`src/hdl/cmq_pkg.sv`:
```
// Shared constants, types and helpers for the circular message queue.
package cmq_pkg;

    localparam int MAX_DEPTH  = 64;
    localparam int ENTRY_BITS = 64;
    localparam int IDX_W      = $clog2(MAX_DEPTH);
    localparam int CNT_W      = $clog2(MAX_DEPTH + 1);
    localparam int DATA_W     = 64;
    localparam int TAG_W      = 8;
    localparam int CFG_W      = 8;

    localparam logic [1:0] KIND_SEND   = 2'd0;
    localparam logic [1:0] KIND_OLDEST = 2'd1;
    localparam logic [1:0] KIND_NEWEST = 2'd2;

    localparam logic [1:0] ST_OK     = 2'd0;
    localparam logic [1:0] ST_FULL   = 2'd1;
    localparam logic [1:0] ST_EMPTY  = 2'd2;
    localparam logic [1:0] ST_BADTAG = 2'd3;

    localparam logic CFG_QUEUE_DEPTH = 1'b0;
    localparam logic CFG_CHANNEL_ID  = 1'b1;

    localparam logic [IDX_W-1:0] IDX_LAST = IDX_W'(MAX_DEPTH - 1);

    typedef struct packed {
        logic                  we;
        logic [IDX_W-1:0]      waddr;
        logic [ENTRY_BITS-1:0] wdata;
        logic [IDX_W-1:0]      raddr;
    } t_mem_req;

    function automatic logic [IDX_W-1:0] advance(input logic [IDX_W-1:0] idx,
                                                 input logic [CNT_W-1:0] depth);
        logic [IDX_W:0] n;
        n = {1'b0, idx} + (IDX_W+1)'(1);
        if (32'(n) >= 32'(depth)) begin
            return '0;
        end
        return n[IDX_W-1:0];
    endfunction

endpackage

```
`src/hdl/cmq_ctrl.sv`:
```
// Queue control: tag check, index and count update, result registers.
module cmq_ctrl
    import cmq_pkg::*;
(
    input  logic              i_clk,
    input  logic              i_rst_n,
    input  logic              i_accept,
    input  logic [1:0]        i_kind,
    input  logic [TAG_W-1:0]  i_id_tag,
    input  logic [DATA_W-1:0] i_write_data,
    input  logic [CNT_W-1:0]  i_depth,
    input  logic [TAG_W-1:0]  i_channel_id,
    output t_mem_req          o_mem_req,
    output logic              o_done,
    output logic [1:0]        o_status,
    output logic              o_rd_ok,
    output logic [CNT_W-1:0]  o_occupancy
);

    logic [IDX_W-1:0] r_head, n_head;
    logic [IDX_W-1:0] r_tail, n_tail;
    logic [CNT_W-1:0] r_count, n_count;
    logic             r_done;
    logic [1:0]       r_status, n_status;
    logic             r_rd_ok, n_rd_ok;
    logic [CNT_W-1:0] r_occ;

    always_comb begin
        n_head          = r_head;
        n_tail          = r_tail;
        n_count         = r_count;
        n_status        = ST_OK;
        n_rd_ok         = 1'b0;
        o_mem_req.we    = 1'b0;
        o_mem_req.waddr = advance(r_tail, i_depth);
        o_mem_req.wdata = i_write_data[ENTRY_BITS-1:0];
        o_mem_req.raddr = r_head;
        if (i_id_tag != i_channel_id) begin
            n_status = ST_BADTAG;
        end else if (i_kind == KIND_SEND) begin
            if (r_count >= i_depth) begin
                n_status = ST_FULL;
            end else begin
                n_tail       = advance(r_tail, i_depth);
                o_mem_req.we = i_accept;
                n_count      = r_count + CNT_W'(1);
            end
        end else if (r_count == '0) begin
            n_status = ST_EMPTY;
        end else if (i_kind == KIND_NEWEST) begin
            o_mem_req.raddr = r_tail;
            n_rd_ok         = 1'b1;
            n_head          = '0;
            n_tail          = IDX_LAST;
            n_count         = '0;
        end else begin
            o_mem_req.raddr = r_head;
            n_rd_ok         = 1'b1;
            n_head          = advance(r_head, i_depth);
            n_count         = r_count - CNT_W'(1);
        end
    end

    always_ff @(posedge i_clk) begin
        if (!i_rst_n) begin
            r_head  <= '0;
            r_tail  <= IDX_LAST;
            r_count <= '0;
            r_done  <= 1'b0;
            r_rd_ok <= 1'b0;
        end else begin
            r_done <= i_accept;
            if (i_accept) begin
                r_head  <= n_head;
                r_tail  <= n_tail;
                r_count <= n_count;
                r_rd_ok <= n_rd_ok;
            end
        end
    end

    always_ff @(posedge i_clk) begin
        if (i_accept) begin
            r_status <= n_status;
            r_occ    <= n_count;
        end
    end

    assign o_done      = r_done;
    assign o_status    = r_status;
    assign o_rd_ok     = r_rd_ok;
    assign o_occupancy = r_occ;

endmodule

```
`config.mk`:
```
export PLATFORM = sky130hd
export DESIGN_NAME = cmq_ctrl
export DESIGN_NICKNAME = d
export VERILOG_FILES = /design/src/hdl/cmq_pkg.sv /design/src/hdl/cmq_ctrl.sv
export SDC_FILE = /design/constraint.sdc
export NUM_CORES = 1
export LEC_CHECK = 0
export BUFFER_PORTS_ARGS = -buffer_cell sky130_fd_sc_hd__buf_4
export CAP_MARGIN = 40
export CORE_MARGIN = 3
export CORE_UTILIZATION = 40
export CTS_CLUSTER_DIAMETER = 150
export DETAILED_ROUTE_END_ITERATION = 8
export PLACE_DENSITY = 0.76
export SLEW_MARGIN = 30
export SYNTH_ARGS = -nofsm -noshare
export SYNTH_HDL_FRONTEND = slang
export SYNTH_SLANG_ARGS = --single-unit
```
`constraint.sdc`:
```
create_clock -name i_clk -period 2.7 [get_ports i_clk]
set_clock_uncertainty 0.2 [all_clocks]
set_input_delay 0.135 -clock i_clk [delete_from_list [all_inputs] [get_ports i_clk]]
set_output_delay 0.135 -clock i_clk [all_outputs]
set_load 0.005 [all_outputs]
```
; ---- Word-level counts from Yosys, hierarchy flattened
; Index checks and enable logic that the tools add are counted.
[word_totals]
mem_count = 0
ram_bits = 0
out_inout_bits = 88
wordCells = 63
regBits = 30
latch_bits = 0
romBits = 0
[classes]
shifts = 0
addsub = 4
reduce_logical = 5
bitwise_logic = 3
n_mul = 0
div = 0
eq_ne = 4
n_mux = 37
order_cmp = 3
[op_table]
columns = cell, n
row1 = 2-to-1 mux 6 bit, 14
row2 = 2-to-1 mux 7 bit, 5
row3 = >= comparator 7 bit, 3
row4 = 2-to-1 mux 1 bit, 16
row5 = "adder 6 x 1 -> 7 bit, second input constant", 2
row6 = != test 8 bit, 1
row7 = "adder 7 x 1 -> 7 bit, second input constant", 1
row8 = zero test 7 bit, 1
row9 = "subtractor 7 x 1 -> 7 bit, second input constant", 1
row10 = AND reduction 5 bit, 1
row11 = 2-to-1 mux 2 bit, 2
row12 = "!= test 2 bit, second input constant", 2
row13 = AND reduction 4 bit, 1
row14 = NOT 1 bit, 3
row15 = "equality test 2 bit, second input constant", 1
row16 = zero test 2 bit, 1
row17 = nonzero test 2 bit, 1

; ---- Longest topological paths before layout
[depth]
depth_word = 9
ltp_mapped = 11
mapped_depth_nobuf = 11

; ---- Least setup slack after synthesis
; No wires, ideal clock.
[synth_path]
path_kind = register to register
startpoint = register r_tail[0]
endpoint = register r_tail[1]
synth_period_minus_slack_ps = 2512
path_slack_ps = 188
n_path_buf = 0
setup_ps = 136
stages_incl_launch_ff = 11
arrival_time_ps = 2176
cell_sequence = dfxtp_1 > ha_1 > and3_1 > and3_1 > ha_1 > nand4_1 > and3_1 > o21ai_1 > nor2_1 > nor3_1 > o21ai_0
[synth_between]
elab_chain_cells = 9
[synth_rtl]
columns = element, line_no
row1 = "start, declared", cmq_ctrl.sv:21  ; logic [IDX_W-1:0] r_tail, n_tail;
row2 = "start signal, assigned", cmq_ctrl.sv:75  ; r_tail <= n_tail;
row3 = adder 6 x 1 -> 7 bit (*), cmq_pkg.sv:36  ; n = {1'b0, idx} + (IDX_W+1)'(1);
row4 = >= comparator 7 bit, cmq_pkg.sv:37  ; if (32'(n) >= 32'(depth)) begin
row5 = 2-to-1 mux 1 bit, cmq_pkg.sv:37
row6 = 2-to-1 mux 1 bit, cmq_ctrl.sv:41  ; if (r_count >= i_depth) begin
row7 = 2-to-1 mux 1 bit, cmq_ctrl.sv:40  ; end else if (i_kind == KIND_SEND) begin
row8 = 2-to-1 mux 1 bit, cmq_ctrl.sv:38  ; if (i_id_tag != i_channel_id) begin
row9 = 2-to-1 mux 6 bit (*), cmq_pkg.sv:40  ; return n[IDX_W-1:0];
row10 = 2-to-1 mux 6 bit (*), cmq_ctrl.sv:41
row11 = 2-to-1 mux 6 bit (*), cmq_ctrl.sv:40
; Mark *: on every way between the ends. The rest lies on a longest branch, timed or not. The select of a mux whose other input is x is not followed.
; A chain may end at the register's enable or synchronous reset.

; ---- Final worst setup path
[layout_path]
startpoint = register r_count[0]
endpoint = register r_tail[2]
[layout_between]
elab_chain_cells = 3
word_cells_on_any_way = 5
classes_between = order compare (1) / eq/ne (2) / reduce/logical (2)
[layout_rtl]
columns = element, line_no
row1 = "start, declared", cmq_ctrl.sv:22  ; logic [CNT_W-1:0] r_count, n_count;
row2 = "start signal, assigned", cmq_ctrl.sv:76  ; r_count <= n_count;
row3 = >= comparator 7 bit / zero test 7 bit (equally long branches), "cmq_ctrl.sv:41, cmq_ctrl.sv:48"
row4 = != test 2 bit (no source line), -
row5 = AND reduction 5 bit (no source line) (*), -
; Mark *: on every way between the ends. The rest lies on a longest branch, timed or not.

==> results.cfg <==
[floorplanning]
die_area_mm2 = 0.00823
core_area_mm2 = 0.00687
start_util_pct = 41.8
rows = 30
die_w_um = 90.7
design.portCount = 180
fp.dieH_um = 90.7

[critical_path]
r2r_cells = 9
arrival_ps = 2580
critPathCaptureType = register
path_cells = inv_1, ha_1, nand2b_4, a211o_1, a21oi_4, buf_4, o2111ai_1, o21ai_0, o211ai_1
rrSetupSlack_ps = 60
worst-path-stages = 9
crit_slowest_cell = dfxtp_2
required_ps = 2640
critPathMaxStageDelay_ps = 370
path_delay_family = compound AO/OA/AOI/OAI gates
critPathKind = register to register
crit_path_end = r_tail[2]
crit_fanout = 6
r2r-end = r_tail[2]
crit_buf_inv = 2
setup.worst_path.start_class = register
rr_startpoint = r_count[0]
cp-startpoint = r_count[0]

[timing]
min_period_ps = 2640
max_freq_ghz = 0.379
worst_pin_slew_ps = 549
hold_violations = 0
max_slew_margin_pct = 63.3
setup_viol = 0
fin_crit_sh_pct = 97.6
drv_slew = 0

[grt]
grt_pass1_vias = 2396
use_met1_pct = 21.0
grt_pass1_wl_um = 12000
grt_max_degree = 14
grt-busiest-layer = met2
grt_use_met2_pct = 30.6
gr-total-overflow = 0
met3_usage_pct = 4.08
antenna_found_initial = 0
track_usage_pct = 17.9

[yosys]
synth_top_area_share_pct = 16.7
yosys.cell_types.count = 56
synthMuxAreaShare_pct = 3.44
synthTopCellsByCount = buf_4, ha_1, nor2_1
yosys_warnings = 0
synth-seq-cells = 30
synth_flop_cell = dfxtp_1
syn_nets = 469
syn_area_mm2 = 0.00287
synth-compound-area-share_pct = 17.6
synth_top_family_by_area = buffers and inverters
synth-async-reset-ratio_pct = 0
synth.avg_cell_area_um2 = 8.18
synth_edf_count = 9
synthAdderAreaFrac_pct = 11.3
synth_cells = 351
synthXorXnorAreaFrac_pct = 3.96
yosys-top-cells-area = buf_4, dfxtp_1, ha_1, edfxtp_1, nor2_1
yosys.cell_count.top_type = buf_4
ys_seq_area_share_pct = 24.0
synth_top_area_cell = buf_4
synthSimpleGateAreaFrac_pct = 19.0

[cells_and_area]
diodes = 0
fin_nets = 475
finalNonFillerCells = 454
nFillCells = 658
drive_gt1_share_pct = 31.0
final_area_mm2 = 0.00320
area_growth_pct = 11.5

[clocking]
clock_latency_ps = 280
cts_tree = yes
root_buffer = clkbuf_8
cts_made_buffers = 5
cts_max_path_buffers = 2
htree_num_levels = 2
clk_pin_slew_ps = 60
clock_sinks = 30

[detailed_routing]
wl_um = 7600
avgViaCountPerCell = 5.70
wire_per_inst_um = 16.7
ant_nets = 0
drt-pass1-iter-count = 6
drt_iter0_drc = 221
drc = 0
dr_total_vias = 2588

[min_path]
hp-class = input port to output pin

[job]
max_cap_violations = 0

[place]
dpl_cell_area_mm2 = 0.00296
io_buffers = 51
dpl.hpwl_um = 5840
gp_congestion = 0.887
dp_cells = 439

[pwr]
finalPower_mw = 0.985
p_sw_share_pct = 24.6
p_switching_mw = 0.242
pwr-share-clk_pct = 37.8
peakVddDrop_mv = 0.157
internal_power_mw = 0.743
pwr-share-seq_pct = 47.6
power_frac_comb_pct = 14.7
p_per_area_mw_per_mm2 = 308
p_leak_nw = 1.41

[status]
status = finished clean
[how the worst min path moves through the flow]
stage / start / to / cells after the start
after floorplan: i_accept / r_count[5] / 1
after global placement: i_write_data[4] / o_mem_req[10] / 0
after detailed placement: i_write_data[4] / o_mem_req[10] / 0
after CTS: i_kind[1] / r_tail[2] / 3
after global routing: i_kind[1] / r_tail[2] / 3
final: i_write_data[21] / o_mem_req[27] / 0
[area by class of cell]
class	count	area, µm²	share of cell area [%]
inverters	17	63.8	1.99
clock buffers	7	86.3	2.70
repair buffers	73	557	17.4
well taps	96	120	3.75
multi-input cells	230	1670	52.1
flip-flops and latches	30	702	21.9
clock inverters	1	5.00	0.156
[power groups by stage]
stage	Clock [mW]	Combinational [mW]	Sequential, mW
after floorplan	0	0.141	0.481
after global placement	0	0.130	0.481
after detailed placement	0	0.134	0.481
after CTS	0.382	0.139	0.471
after global routing	0.404	0.158	0.469
final	0.372	0.145	0.469
[worst reg2reg max path: cells and delay by family, from the launching register on]
kind	cells	cell delay, ps
compound gates	5	1250
fa+ha+maj	1	290
buf+inv	2	260
flops	1	370
simple gates	1	130
[metal layers]
| metal | wire [µm] | vias to the layer above |
|---|---|---|
| li1 | - | 1199 |
| met1 | 2950 | 1200 |
| met2 | 3710 | 146 |
| met3 | 647 | 43 |
| met4 | 298 | 0 |
| met5 | 0 | - |
[stage by stage]
step                utilization [%]  TNS, ps  worst slack [ps]  hold slack [ps]
detailed placement             43.1        0              39.7             70.0
floorplan                         -        0               188             25.3
global placement               43.1        0               122             70.0
global route                   46.6     -208             -61.7             63.3
finish                         46.6        0              64.9             70.0
CTS                            45.2        0              2.25             30.7
[logic make-up (layout without fill, tap and decap cells)]
logic type      count (synthesis)  count (layout)
buf+inv                        91              98
mux                             9               9
flops                          30              30
simple gates                  108             108
fa+ha+maj                      26              26
compound gates                 74              74
xor+xnor                       13              13
[registers in the layout, summed over array words and instances (netlist names)]
signal and count:
r_count 7, o_done 1, r_tail 6, o_status 2, r_head 6, o_rd_ok 1, o_occupancy 7
[timing repair]
action,in CTS,in global routing
setup endpoints to repair,7,21
pin swaps,0,2
hold buffers,2,0
gates resized for setup,9,13
hold endpoints to repair,13,0
buffers inserted,0,5
[layout by cell type, fill, tap and decap left out, types with 9 or more instances in the layout]
cell type / instances
ha_1: 23
nor2_1: 24
nand2_1: 25
a21oi_1: 10
dfxtp_1: 16
xnor2_1: 10
nand3_1: 12
edfxtp_1: 9
buf_4: 70
o21ai_0: 17
inv_1: 17
No activity file was read; power rests on OpenSTA's default activity.
